File: config.mk
export PLATFORM = sky130hd
export DESIGN_NAME = rfb_queue
export DESIGN_NICKNAME = d
export VERILOG_FILES = /design/src/rtl/rfb_queue.sv
export SDC_FILE = /design/constraint.sdc
export NUM_CORES = 1
export LEC_CHECK = 0
export BUFFER_PORTS_ARGS = -buffer_cell sky130_fd_sc_hd__buf_2
export CORE_ASPECT_RATIO = 1.5
export CORE_MARGIN = 10
export CORE_UTILIZATION = 31
export DETAILED_ROUTE_END_ITERATION = 16
export PLACE_DENSITY = 0.5
export SYNTH_ARGS = -nofsm -noshare
export SYNTH_HDL_FRONTEND = slang
export SYNTH_SLANG_ARGS = --single-unit
File: constraint.sdc
create_clock -name clock -period 5.3 [get_ports clock]
set_input_delay 0.795 -clock clock [delete_from_list [all_inputs] [get_ports clock]]
set_output_delay 0.795 -clock clock [all_outputs]
set_load 0.02 [all_outputs]
File: src/rtl/rfb_queue.sv
module rfb_queue #(
   parameter int DATA_W = 8,
   parameter int DEPTH  = 4
) (
   input  logic                             clock,
   input  logic                             reset,
   input  logic                             push,
   input  logic [DATA_W-1:0]                push_data,
   input  logic                             pop,
   output logic [DATA_W-1:0]                pop_data,
   output logic                             empty,
   output logic                             full,
   output logic [$clog2(DEPTH + 1)-1:0]     count
);

   localparam int PTR_W = (DEPTH > 1) ? $clog2(DEPTH) : 1;
   localparam int CNT_W = $clog2(DEPTH + 1);
   localparam logic [PTR_W-1:0] PTR_LAST = PTR_W'(DEPTH - 1);

   logic [DATA_W-1:0] slots_ff [DEPTH];
   logic [PTR_W-1:0]  wr_ptr_ff, wr_ptr_in;
   logic [PTR_W-1:0]  rd_ptr_ff, rd_ptr_in;
   logic [CNT_W-1:0]  count_ff, count_in;
   logic              do_push, do_pop;

   assign empty    = (count_ff == '0);
   assign full     = (count_ff == CNT_W'(DEPTH));
   assign count    = count_ff;
   assign pop_data = slots_ff[rd_ptr_ff];
   assign do_push  = push && !full;
   assign do_pop   = pop && !empty;

   always_comb begin
      wr_ptr_in = wr_ptr_ff;
      rd_ptr_in = rd_ptr_ff;
      if (do_push) begin
         wr_ptr_in = (wr_ptr_ff == PTR_LAST) ? '0 : wr_ptr_ff + 1'b1;
      end
      if (do_pop) begin
         rd_ptr_in = (rd_ptr_ff == PTR_LAST) ? '0 : rd_ptr_ff + 1'b1;
      end
      count_in = count_ff + CNT_W'(do_push) - CNT_W'(do_pop);
   end

   always_ff @(posedge clock) begin
      if (reset) begin
         wr_ptr_ff <= '0;
         rd_ptr_ff <= '0;
         count_ff  <= '0;
      end else begin
         wr_ptr_ff <= wr_ptr_in;
         rd_ptr_ff <= rd_ptr_in;
         count_ff  <= count_in;
      end
   end

   always_ff @(posedge clock) begin
      if (do_push) begin
         slots_ff[wr_ptr_ff] <= push_data;
      end
   end

endmodule

=== Word-level counts from Yosys, hierarchy flattened ===
Memories as Yosys holds them, arrays and structs flattened. A register that Yosys moved wholly into a read port is not among the register bits.
Index checks and enable logic that the tools add are counted.
W data, S select, Z words.

* $add $sub $neg: 4
* Equal/unequal tests: 3
* Multiplexer cells: 6
* Reduce and logical (&&, ||, !) cells: 5

{| class="wikitable"
|+ Operators with widths
! cell !! number
|-
| $mux W2 || 4
|-
| $add A2 B1 Y2 const B || 2
|-
| $eq A2 B2 Y1 const B || 2
|-
| $add A3 B1 Y3 || 1
|-
| $eq A3 B3 Y1 const B || 1
|-
| $logic_not A3 Y1 || 1
|-
| $sub A3 B1 Y3 || 1
|-
| $logic_and A1 B1 Y1 || 2
|-
| $logic_not A1 Y1 || 2
|-
| $mux W1 || 2
|}

* Register bits: 7
* Memory bits (writable): 32
* Input bits: 12
* Output and inout port bits: 13
* Word-level logic and storage cells: 22
* Memories kept: 1

{| class="wikitable"
|+ Memory list
! name !! depth !! width !! read ports !! clocked after Yosys merged registers in !! wr ports !! RTL line !! text
|-
| slots_ff || 4 || 8 || 1 || 1 || 1 || 20 || <nowiki>logic [DATA_W-1:0] slots_ff [DEPTH];</nowiki>
|}

=== Depth between registers and ports, before layout ===
* Depth in word-level cells: 5
* Gate-level depth with buffers: 11
* Gate-level depth less buffers: 10

=== Worst setup path after synthesis ===
Ideal clock, no wire load.

* Kind: register -> register
* Start point: reg count_ff[2] (netlist: count[2])
* End point: reg count_ff[2] (netlist: count[2])
* Library setup time: 0.115 ns
* Arrival: 2.225 ns
* Required time: 5.185 ns
* Path slack: 2.960 ns
* Stages on the path, launching flop included: 12
* Buffers on the path: 1
* Clock period less this slack: 2.340 ns
* Path through: dfxtp_1 or3b_1 buf_6 and2_4 inv_1 ha_1 inv_1 ha_1 fa_1 xnor2_1 xnor2_1 nor2_1

* Cells in the longest elaborated chain, start to end: 5
* Elaborated cells between the ends (all ways): 8
* Classes of those cells: add/sub: 2; eq/ne: 1; reduce/logical: 5

{| class="wikitable"
|+ Ends and longest elaborated chain
! item !! RTL line !! text
|-
| start, declared || 23 || <nowiki>logic [CNT_W-1:0] count_ff, count_in;</nowiki>
|-
| start signal, assigned || 53 || <nowiki>count_ff <= count_in;</nowiki>
|-
| $eq A3 B3 Y1 || 27 || <nowiki>assign full = (count_ff == CNT_W'(DEPTH));</nowiki>
|-
| $logic_not A1 Y1 || 30 || <nowiki>assign do_push = push && !full;</nowiki>
|-
| $logic_and A1 B1 Y1 || 30 ||
|-
| $add A3 B1 Y3 || 42 || <nowiki>count_in = count_ff + CNT_W'(do_push) - CNT_W'(do_pop);</nowiki>
|-
| $sub A3 B1 Y3 * || 42 ||
|}

Mark *: on every way between the ends. The rest lies on a longest branch, timed or not.
A chain may end at the register's enable or synchronous reset.

==> impl_metrics.yaml <==
global_route:
  grt_overflow: 0
  grt_pass1_vias: 944
  grt_pass1_wl_um: 4770
  grt_antenna_before_repair: 0
  track_usage: 0.0724
  grt_start_max_net_pins: 14
sta:
  slew_headroom: 0.623
  worst_slew_pin_slew_ns: 0.560
  worst_slack_ns: 2.79
  hold_viol: 0
  setup_violations: 0
  rsz0062_at_grt: "no"
  setup_tns_ns: 0
  timing.fmax_ghz: 0.398
  period_minus_slack_ns: 2.51
  period_share: 0.474
  drv_slew: 0
  skew_ns: 0.00383
detailed_routing:
  avgViaCountPerCell: 4.43
  vias: 837
  first_pass_iters: 4
  wl_um: 2810
  route.detailed.drc: 0
  drt_iter0_drc: 100
  post_drt_wl_per_cell_um: 14.9
  postRouteAntennaNets: 0
power_and_ir_drop:
  p_clk_frac: 0.305
  p_seq_frac: 0.448
  internal-power_w: 0.000685
  irDropWorstVdd_uv: 230
  combPwrFrac: 0.246
  p_sw_w: 0.000270
  leakage_nw: 0.745
  power-per-cell-area_nw_per_um2: 488
  switching_share: 0.283
die:
  die_w_um: 79.4
  dieHeight_um: 109
  io_pins: 25
  core_area_um2: 5120
  dieArea_um2: 8650
  initial_utilization: 0.320
  placementRows: 32
clocking:
  htreeDepth: 2
  clk_pin_slew_ns: 0.08
  clkLatencyLatePin_ns: 0.29
  cts.sinks: 41
  clock_path_buffers: 2
  cts_hold_buf: 0
  cts_setup_buffers: 0
  cts_root_buffer: "clkbuf_8"
  cts_tree: "done"
  cts_resized: 0
  cts_buffers: 5
critical_path:
  end_kind: "output pin"
  regToRegSetupSlack_ns: 2.93
  critPathArrivalTime_ns: 1.72
  startpoint_type: "register"
  path_max_fanout: 8
  r2r_cells: 10
  rr_startpoint: "count[2]"
  rr_endpoint: "count[2]"
  crit_type: "register to output pin"
  crit_end: "pop_data[0]"
  required_ns: 4.51
placement:
  post_dp_cell_area_um2: 1820
  gp_congestion: 0.696
  hpwl_um: 2060
  post-place-ws_ns: 2.79
  port_buffers: 24
synthesis:
  synth.net_count: 112
  synthTopCellsByArea: "edfxtp_1 (59%), dfxtp_1 (11%), mux4_2 (11%), ha_1 (5.3%), inv_1 (1.8%)"
  yosysTopAreaCellShare: 0.587
  syn_avg_cell_area_um2: 17.8
  yosysUniqueCellTypes: 25
  postSynthCellCount: 92
  netlist_area_um2: 1640
  synth_top_cell_by_area: "edfxtp_1"
  seq_area_frac_synth: 0.697
  yosys_warnings: 0
  synth-seq-cells: 41
hold_path:
  hold_class: "register to register"
run:
  drv_cap: 0
cells_and_area:
  stdcell_area_um2: 1960
  layout-drive-gt1-share: 0.355
  final_net_count: 140
  area_growth_pct: 19.5
  diodes: 0
  nFillCells: 512
outcome:
  status: "finished clean"
synth_stat cells:
master and n:
mux2i_1 1, and3_2 1, nor2_1 2, inv_1 8, buf_2 1, and2_4 1
or3b_1 1, nor2b_1 2, buf_6 1, fa_1 1, or3_1 1, buf_1 1
nor3_1 2, nand3_1 2, nand2_1 1, a21oi_1 2, and3_1 3, xnor2_1 2
dfxtp_1 9, a21o_1 1, mux4_2 8, o31ai_1 1, o31ai_2 1, ha_1 7
edfxtp_1 32
stage by stage:
stage | util | hold WS [ns] | instances | power (W)
after floorplan | - | 0.456 | 92 | 0.000606
after global placement | 0.356 | 0.471 | 181 | 0.000669
after detailed placement | 0.356 | 0.501 | 181 | 0.000678
after CTS | 0.382 | 0.513 | 189 | 0.000970
after global routing | 0.382 | 0.549 | 189 | 0.00101
final | 0.382 | 0.510 | 189 | 0.000955
layout by cell type (no fill, tap or decap), types with 3 or more instances in the layout:
| master | instances |
|---|---|
| edfxtp_1 | 32 |
| buf_2 | 24 |
| dfxtp_1 | 9 |
| inv_1 | 8 |
| mux4_2 | 8 |
| ha_1 | 7 |
| clkbuf_8 | 5 |
| and3_1 | 3 |
cells by family (layout without fill, tap and decap cells):
family          after synthesis  count (layout)  synth area share
compound gates                5               5            0.0229
fa+ha+maj                     8               8            0.0657
buf+inv                      11              40            0.0306
simple gates                 16              16            0.0573
flops                        41              41             0.697
xor+xnor                      2               2            0.0107
mux                           9               9             0.116
state kept, by name, summed over array words and instances, names as in the netlist, named ones only:
signal	flops
rd_ptr_ff	2
slots_ff	32
count	3
wr_ptr_ff	2
area by class of cell:
cell class,count,area (um2),share of cell area
Sequential cell,41,1140,0.583
Multi-Input combinational cell,40,447,0.228
Timing Repair Buffer,24,120,0.0614
Tap cell,68,85.1,0.0435
Clock buffer,5,68.8,0.0352
Clock inverter,3,65.1,0.0332
Inverter,8,30.0,0.0153
how the worst min path moves through the flow:
stage | slack [ns] | cells after the start | end | start
6_report | 0.51 | 2 | rd_ptr_ff[0] | rd_ptr_ff[0]
5_1_grt | 0.55 | 2 | rd_ptr_ff[0] | rd_ptr_ff[0]
4_1_cts | 0.51 | 2 | register | rd_ptr_ff[0]
3_5_place_dp | 0.50 | 2 | rd_ptr_ff[0] | rd_ptr_ff[0]
3_3_place_gp | 0.47 | 2 | rd_ptr_ff[0] | rd_ptr_ff[0]
2_1_floorplan | 0.46 | 2 | register | rd_ptr_ff[0]
power groups by stage:
stage | clock network (W) | registers, W | logic (W)
floorplan | 0 | 0.000424 | 0.000182
global placement | 0 | 0.000435 | 0.000235
detailed placement | 0 | 0.000437 | 0.000240
CTS | 0.000299 | 0.000430 | 0.000241
global route | 0.000314 | 0.000436 | 0.000264
finish | 0.000292 | 0.000428 | 0.000235
metal layers:
layer | vias up | track usage | share of wire
met2 | 24 | 0.117 | 0.52
li1 | 399 | - | -
met1 | 408 | 0.0820 | 0.40
met4 | 0 | 0.0386 | 0.024
met3 | 6 | 0.0255 | 0.057
met5 | - | 0 | 0
worst max-delay path: stages, from the launching register on:
cell,delay (ns)
dfxtp_1,0.68
mux4_2,0.57
buf_2,0.17
(Power assumes the default switching activity.)
