[src/rtl/rfb_pkg.sv]
package rfb_pkg;

   // Request function codes.
   localparam logic [1:0] FUNC_DRAW  = 2'd0;
   localparam logic [1:0] FUNC_CLEAR = 2'd1;
   localparam logic [1:0] FUNC_READ  = 2'd2;

   // Result status codes.
   localparam logic [1:0] STATUS_WRITTEN = 2'd0;
   localparam logic [1:0] STATUS_CLIPPED = 2'd1;
   localparam logic [1:0] STATUS_CLEARED = 2'd2;
   localparam logic [1:0] STATUS_READ    = 2'd3;

   // Rotation settings in quarter turns.
   localparam logic [1:0] ROT_0   = 2'd0;
   localparam logic [1:0] ROT_90  = 2'd1;
   localparam logic [1:0] ROT_180 = 2'd2;
   localparam logic [1:0] ROT_270 = 2'd3;

   localparam logic [1:0] ROTATION_RESET = ROT_90;

   // Register index of the rotation register on the APB port.
   localparam logic [2:0] CSR_IDX_ROTATION = 3'd0;

   localparam logic [7:0] FILL_BYTE = 8'hFF;

   // Depths of the command queue and of the result queue.
   localparam int CMD_DEPTH  = 4;
   localparam int RES_DEPTH  = 4;
   localparam int RES_CNT_W  = $clog2(RES_DEPTH + 1);
   localparam int RES_DATA_W = 10;

   // Kind of work the back end has to carry out for one item.
   typedef enum logic [1:0] {
      OP_DRAW,
      OP_CLIP,
      OP_CLEAR,
      OP_READ
   } op_type;

   typedef struct packed {
      op_type     op;
      logic [1:0] color;
      logic [1:0] slot;
   } cmd_type;

endpackage

[src/rtl/rfb_front.sv]
module rfb_front #(
   parameter int PANEL_WIDTH  = 180,
   parameter int PANEL_HEIGHT = 100,
   parameter int LINE_BYTES   = 45,
   parameter int ROW_OFFSET   = 3,
   parameter int IDX_W        = 13
) (
   input  logic                clock,
   input  logic                reset,
   input  logic                push,
   output logic                full,
   input  logic [1:0]          req_func,
   input  logic signed [15:0]  req_pixel_x,
   input  logic signed [15:0]  req_pixel_y,
   input  logic [1:0]          req_pixel_color,
   input  logic [12:0]         req_read_index,
   input  logic [1:0]          rotation,
   input  logic                busy,
   input  logic                q_full,
   output logic                q_push,
   output rfb_pkg::cmd_type    q_cmd,
   output logic [IDX_W-1:0]    q_addr
);

   localparam int XW     = $clog2(PANEL_WIDTH);
   localparam int YW_RAW = $clog2(PANEL_HEIGHT + ROW_OFFSET);
   localparam int YW     = (YW_RAW < 1) ? 1 : YW_RAW;

   localparam logic [15:0] W_C    = 16'(PANEL_WIDTH);
   localparam logic [15:0] H_C    = 16'(PANEL_HEIGHT);
   localparam logic [15:0] W_LAST = 16'(PANEL_WIDTH - 1);
   localparam logic [15:0] H_LAST = 16'(PANEL_HEIGHT - 1);
   localparam logic [15:0] OFS_C  = 16'(ROW_OFFSET);
   localparam logic [IDX_W-1:0] LB_C = IDX_W'(LINE_BYTES);

   logic                  f1_valid_ff, f1_valid_in;
   rfb_pkg::op_type       f1_op_ff, f1_op_in;
   logic [1:0]            f1_color_ff;
   logic [XW-1:0]         f1_px_ff, f1_px_in;
   logic [YW-1:0]         f1_py_ff, f1_py_in;
   logic [12:0]           f1_index_ff;

   logic                  accept;
   logic                  clipped;
   logic [15:0]           x_mag, y_mag;
   logic [15:0]           lw, lh;
   logic [15:0]           px, py;

   assign full   = busy || (f1_valid_ff && q_full);
   assign accept = push && !full;

   // Clip against the logical area, then map the point to the panel.
   always_comb begin
      x_mag   = $unsigned(req_pixel_x);
      y_mag   = $unsigned(req_pixel_y);
      lw      = rotation[0] ? H_C : W_C;
      lh      = rotation[0] ? W_C : H_C;
      clipped = req_pixel_x[15] || req_pixel_y[15] || (x_mag >= lw) || (y_mag >= lh);
      case (rotation)
         rfb_pkg::ROT_90: begin
            px = W_LAST - y_mag;
            py = x_mag;
         end
         rfb_pkg::ROT_180: begin
            px = W_LAST - x_mag;
            py = H_LAST - y_mag;
         end
         rfb_pkg::ROT_270: begin
            px = y_mag;
            py = H_LAST - x_mag;
         end
         default: begin
            px = x_mag;
            py = y_mag;
         end
      endcase
      f1_px_in = XW'(px);
      f1_py_in = YW'(py + OFS_C);
      unique case (req_func)
         rfb_pkg::FUNC_DRAW:  f1_op_in = clipped ? rfb_pkg::OP_CLIP : rfb_pkg::OP_DRAW;
         rfb_pkg::FUNC_CLEAR: f1_op_in = rfb_pkg::OP_CLEAR;
         default:             f1_op_in = rfb_pkg::OP_READ;
      endcase
      f1_valid_in = accept || (f1_valid_ff && q_full);
   end

   always_ff @(posedge clock) begin
      if (reset) begin
         f1_valid_ff <= 1'b0;
      end else begin
         f1_valid_ff <= f1_valid_in;
      end
   end

   always_ff @(posedge clock) begin
      if (accept) begin
         f1_op_ff    <= f1_op_in;
         f1_color_ff <= req_pixel_color;
         f1_px_ff    <= f1_px_in;
         f1_py_ff    <= f1_py_in;
         f1_index_ff <= req_read_index;
      end
   end

   // Byte address: one row multiply and add, or the read index as given.
   assign q_push      = f1_valid_ff && !q_full;
   assign q_cmd.op    = f1_op_ff;
   assign q_cmd.color = f1_color_ff;
   assign q_cmd.slot  = f1_px_ff[1:0];
   assign q_addr = (f1_op_ff == rfb_pkg::OP_READ) ? IDX_W'(f1_index_ff)
                 : IDX_W'(f1_px_ff >> 2) + IDX_W'(f1_py_ff) * LB_C;

endmodule

[config.mk]
export PLATFORM = sky130hd
export DESIGN_NAME = rfb_front
export DESIGN_NICKNAME = d
export VERILOG_FILES = /design/src/rtl/rfb_pkg.sv /design/src/rtl/rfb_front.sv
export SDC_FILE = /design/constraint.sdc
export NUM_CORES = 1
export LEC_CHECK = 0
export BUFFER_PORTS_ARGS = -buffer_cell sky130_fd_sc_hd__buf_2
export CAP_MARGIN = 20
export CORE_MARGIN = 2
export CORE_UTILIZATION = 26
export CTS_CLUSTER_SIZE = 28
export DETAILED_ROUTE_END_ITERATION = 16
export PLACE_DENSITY_LB_ADDON = 0.15
export SKIP_LAST_GASP = 1
export SLEW_MARGIN = 10
export SYNTH_ARGS = -nofsm -noshare
export SYNTH_HDL_FRONTEND = slang
export SYNTH_SLANG_ARGS = --single-unit
[constraint.sdc]
create_clock -name clock -period 4.7 [get_ports clock]
set_input_delay 0.94 -clock clock [delete_from_list [all_inputs] [get_ports clock]]
set_output_delay 0.94 -clock clock [all_outputs]
set_load 0.005 [all_outputs]
* Word-level counts from Yosys, hierarchy flattened
Cells that the tools add are included.
Storage, ports and cells: flip-flop bits (word level) 33, latch bits 0, memory bits (writable) 0, memory bits (read-only) 0, input bits 56, output and inout port bits 21, word-level logic and storage cells 38, memories 0
Operators by class: add/subtract/negate cells 6, multipliers 1, divide/modulo/power cells 0, $lt $le $gt $ge 2, eq/ne operators 5, shifts and indexed selects 0, muxes and demuxes 7, bitwise gates (word level) 0, reductions and logical operators 11
Operators by type and width (count):
- 16-bit by 8-bit >= comparator with 1-bit output | 2
- 8-bit case mux with 3 select lines | 1
- 7-bit case mux with 3 select lines | 1
- 8-bit 2-to-1 mux | 2
- 8-bit subtractor (first input constant) | 2
- 7-bit subtractor (first input constant) | 2
- 6-bit by 13-bit adder with 13-bit output | 1
- 7-bit by 6-bit multiplier with 13-bit output (second input constant) | 1
- 13-bit 2-to-1 mux | 1
- 7-bit by 2-bit adder with 7-bit output (second input constant) | 1
- 2-bit == test (second input constant) | 3
- 1-bit logical OR | 5
- 2-bit by 1-bit == test with 1-bit output (second input constant) | 2
- 2-bit case mux with 2 select lines | 1
- 1-bit logical AND | 3
- 1-bit zero test | 2
- 2-bit zero test | 1
- 1-bit 2-to-1 mux | 1

* Longest topological paths before layout
depth in word-level cells 6, mapped depth 12, mapped depth without buffers 12

* Worst setup path before layout
No wires, ideal clock.
path type register to output, start reg f1_py_ff[5], end out q_addr[12], arrival time 3256 ps, required time 3760 ps, slack 504 ps, stages on the path, launching flop included 13, buffers on the path 0, cells stage by stage edfxtp_1 > ha_1 > ha_1 > fa_1 > inv_1 > fa_1 > inv_1 > ha_1 > a21oi_1 > o211ai_2 > a31oi_1 > xor2_1 > o21ai_0
On the way: cells in the longest elaborated chain, start to end 3
Ends and longest elaborated chain:
- start, declared | line rfb_front.sv:40 | logic [YW-1:0] f1_py_ff, f1_py_in;
- start signal, assigned | line rfb_front.sv:100 | f1_py_ff <= f1_py_in;
- 7-bit by 6-bit multiplier with 13-bit output | line rfb_front.sv:111 | : IDX_W'(f1_px_ff >> 2) + IDX_W'(f1_py_ff) * LB_C;
- 6-bit by 13-bit adder with 13-bit output | line rfb_front.sv:111
- 13-bit 2-to-1 mux | line rfb_front.sv:110 | assign q_addr = (f1_op_ff == rfb_pkg::OP_READ) ? IDX_W'(f1_index_ff)
- end, declared | line rfb_front.sv:22 | output logic [IDX_W-1:0] q_addr
No other way between the ends.

* Worst setup path in the final report
start reg f1_py_ff[4], end out q_addr[10]
Same word-level chain as after synthesis.

==> impl_metrics.py <==
metrics = {
    "outcome": {
        "status": "finished, violations left",
        "violations": "DRC",
    },
    "synthesis": {
        "synth.most_common_cell": "ha_1",
        "async_flop_share_pct": 0,
        "synth_top_area_cell": "edfxtp_1",
        "synthDominantCellAreaShare_pct": 30.96,
        "dominantRegCellSynth": "edfxtp_1",
        "ys_top_cells_by_area": "edfxtp_1, ha_1, fa_1, mux2i_1, nand2_1",
        "synth_seq_cells": 33,
        "synth_edf_count": 32,
        "yosysUniqueCellTypes": 52,
        "synth-seq-area-share_pct": 31.60,
        "syn_area_per_cell_sq_um": 10.49,
        "synthCells": 296,
        "synth.cell_area_sq_um": 3104,
        "syn_nets": 406,
        "synthTopCellsByCount": "ha_1, edfxtp_1, nand2_1",
        "yosysWarnings": 0,
    },
    "routing": {
        "drc": 1,
        "viasPerCell": 4.643,
        "drt_wl_total_um": 6987,
        "vias": 2405,
        "first_pass_iters": 10,
        "drt_iter0_markers": 46,
        "ant_nets": 0,
        "wl_per_cell_um": 13.49,
    },
    "die": {
        "num_io_pins": 77,
        "start_util_pct": 26.96,
        "dieArea_sq_um": 12830,
        "num_rows": 39,
        "fp.coreArea_sq_um": 11520,
        "dieHeight_um": 113.3,
        "die_x_um": 113.3,
    },
    "grt": {
        "antenna_found_initial": 0,
        "grt_busiest_layer": "met2",
        "track_usage_pct": 11.38,
        "grt.met1_usage_pct": 14.17,
        "grt_pass1_vias": 2489,
        "grt_pass1_wl_um": 11560,
        "grt_max_degree": 34,
        "use_met3_pct": 1.768,
        "met2_usage_pct": 19.56,
        "grt_overflow_total": 0,
    },
    "cells_and_area": {
        "nets": 484,
        "regArea_sq_um": 980.9,
        "drive_above_1_share_pct": 32.80,
        "multi_input_area_sq_um": 2136,
        "antennaDiodeCount": 0,
        "nFillCells": 1189,
        "utilization_pct": 34.27,
        "stdcell_count": 518,
        "areaGrowthSynthToFinish_pct": 27.13,
    },
    "timing": {
        "skew_ns": 0.003943,
        "min_period_ns": 4.578,
        "grt_setup_unrepaired": "yes",
        "setup_viol": 0,
        "period_share_pct": 97.40,
        "finalHoldViolations": 0,
        "worst_pin_slew_ns": 0.5944,
        "slew_violations": 0,
        "slew_headroom_pct": 60.38,
        "fmaxAchievable_mhz": 218.5,
    },
    "clocking": {
        "clkTransAtPathRegs_ns": 0.05,
        "htreeDepth": 2,
        "hold_buffers": 0,
        "cts.path.max_buffers": 2,
        "cts_tree": "yes",
        "cts_made_buffers": 5,
        "clkSinkCount": 33,
        "clock-root-buffer": "clkbuf_16",
        "clock_latency_ns": 0.28,
    },
    "place": {
        "post-dp-hpwl_um": 5562,
        "numPortBuffers": 76,
        "gp_congestion": 0.7286,
        "dp_cells": 504,
    },
    "hold_path": {
        "hold_class": "flip-flop to flip-flop",
    },
    "critical_path": {
        "crit_path_top_delay_cell": "fa_1",
        "max_stage_delay_ns": 0.49,
        "cp.arrival_ns": 3.64,
        "path_class": "flip-flop to output pin",
        "reg2reg_slack_ns": 3.35,
        "start_kind": "flip-flop",
        "crit_fanout": 4,
        "path_cells": "ha_4 -> ha_1 -> inv_1 -> fa_1 -> inv_1 -> fa_1 -> ha_4 -> o211ai_1 -> o211ai_2 -> a41oi_2 -> xnor2_1 -> a21oi_1 -> buf_2",
        "critPathRequiredTime_ns": 3.76,
        "critPathCaptureType": "output pin",
    },
    "pwr": {
        "power_density_nw_per_um2": 400.2,
        "leakage_nw": 1.712,
        "ir_drop_v": 0.0001534,
    },
    "job": {
        "max-cap-violations": 0,
    },
}
==> placed cells by master, fill, tap and decap left out, types with 3 or more instances in the layout <==
cell and instances:
ha_1 31, a21oi_1 13, o21ai_0 11, buf_2 76
o21bai_1 3, nor2_1 8, clkbuf_16 5, nand4_1 3
mux2i_1 13, nor4_1 5, fa_1 11, inv_1 17
xnor2_1 13, a211oi_1 7, buf_4 8, nor3_1 4
xor2_1 12, nor2b_1 6, nand2_1 31, nand3_1 4
edfxtp_1 32, o21ai_1 4, a21o_1 6, ha_4 11
==> worst paths after layout <==
path,to,depth (start not counted),start
setup reg to reg,f1_py_ff[3],3,f1_valid_ff
hold / removal,f1_valid_ff,2,f1_valid_ff
setup / recovery,q_addr[10],13,f1_py_ff[4]
hold reg to reg,f1_valid_ff,2,f1_valid_ff
==> cell type report <==
class	count	area share, %
Clock inverter	2	0.2536
Inverter	19	1.807
Tap cell	143	4.534
Timing Repair Buffer	84	11.16
Clock buffer	6	3.266
Multi-Input combinational cell	231	54.12
Sequential cell	33	24.86
==> kinds of logic (layout without fill, tap and decap cells) <==
logic type / Yosys count / in the layout / share of synthesized area, %
compound gates: 61 / 61 / 13.10
xor+xnor: 25 / 25 / 7.054
fa+ha+maj: 54 / 54 / 24.43
buf+inv: 32 / 111 / 4.716
flops: 33 / 33 / 31.60
mux: 17 / 17 / 6.489
simple gates: 74 / 74 / 12.62
==> metrics by stage <==
stage | power, mW | instance area [sq um] | TNS (ns) | worst slack (ns) | hold slack, ns
final | 1.579 | 3946 | 0 | 0.1224 | 0.5213
after detailed placement | 1.150 | 3603 | 0 | 0.1681 | 0.5163
after CTS | 1.478 | 3785 | 0 | 0.006489 | 0.5308
after floorplan | 0.9232 | 3104 | 0 | 0.5039 | 0.4750
after global placement | 1.151 | 3603 | 0 | 0.1824 | 0.4942
after global routing | 1.735 | 3946 | -0.1867 | -0.08369 | 0.5812
==> power breakdown <==
part	switching, mW	total [mW]	internal (mW)	leakage, nW
logic	0.473	0.917	0.444	1.33
registers	0.0106	0.358	0.347	0.307
clock network	0.111	0.305	0.194	0.0706
total	0.595	1.58	0.985	1.71
==> metal layers <==
metal,vias to the layer above,part of all wire (%)
met3,10,3.5
met2,49,49
met1,1108,45
met4,0,2.1
li1,1238,-
met5,-,0
==> registers in the layout, indices dropped and copies added (netlist names) <==
register	count
f1_valid_ff	1
f1_color_ff	2
f1_index_ff	13
f1_px_ff	8
f1_op_ff	2
f1_py_ff	7
==> worst max-delay path, delay by kind of cell (launching register included) <==
kind            cells  cell delay, ns
buf+inv             3            0.24
xor+xnor            1            0.19
compound gates      4            0.65
flops               1            0.47
fa+ha+maj           5            1.82
==> what timing repair did <==
action                                  4_1_cts  5_1_grt
buffers inserted                              3        3
endpoints found under the setup margin        5        6
hold endpoints to repair                      0        0
pin swaps                                     1       15
gates resized for setup                       4       17
Note: power is estimated with default switching activity, not from simulation.
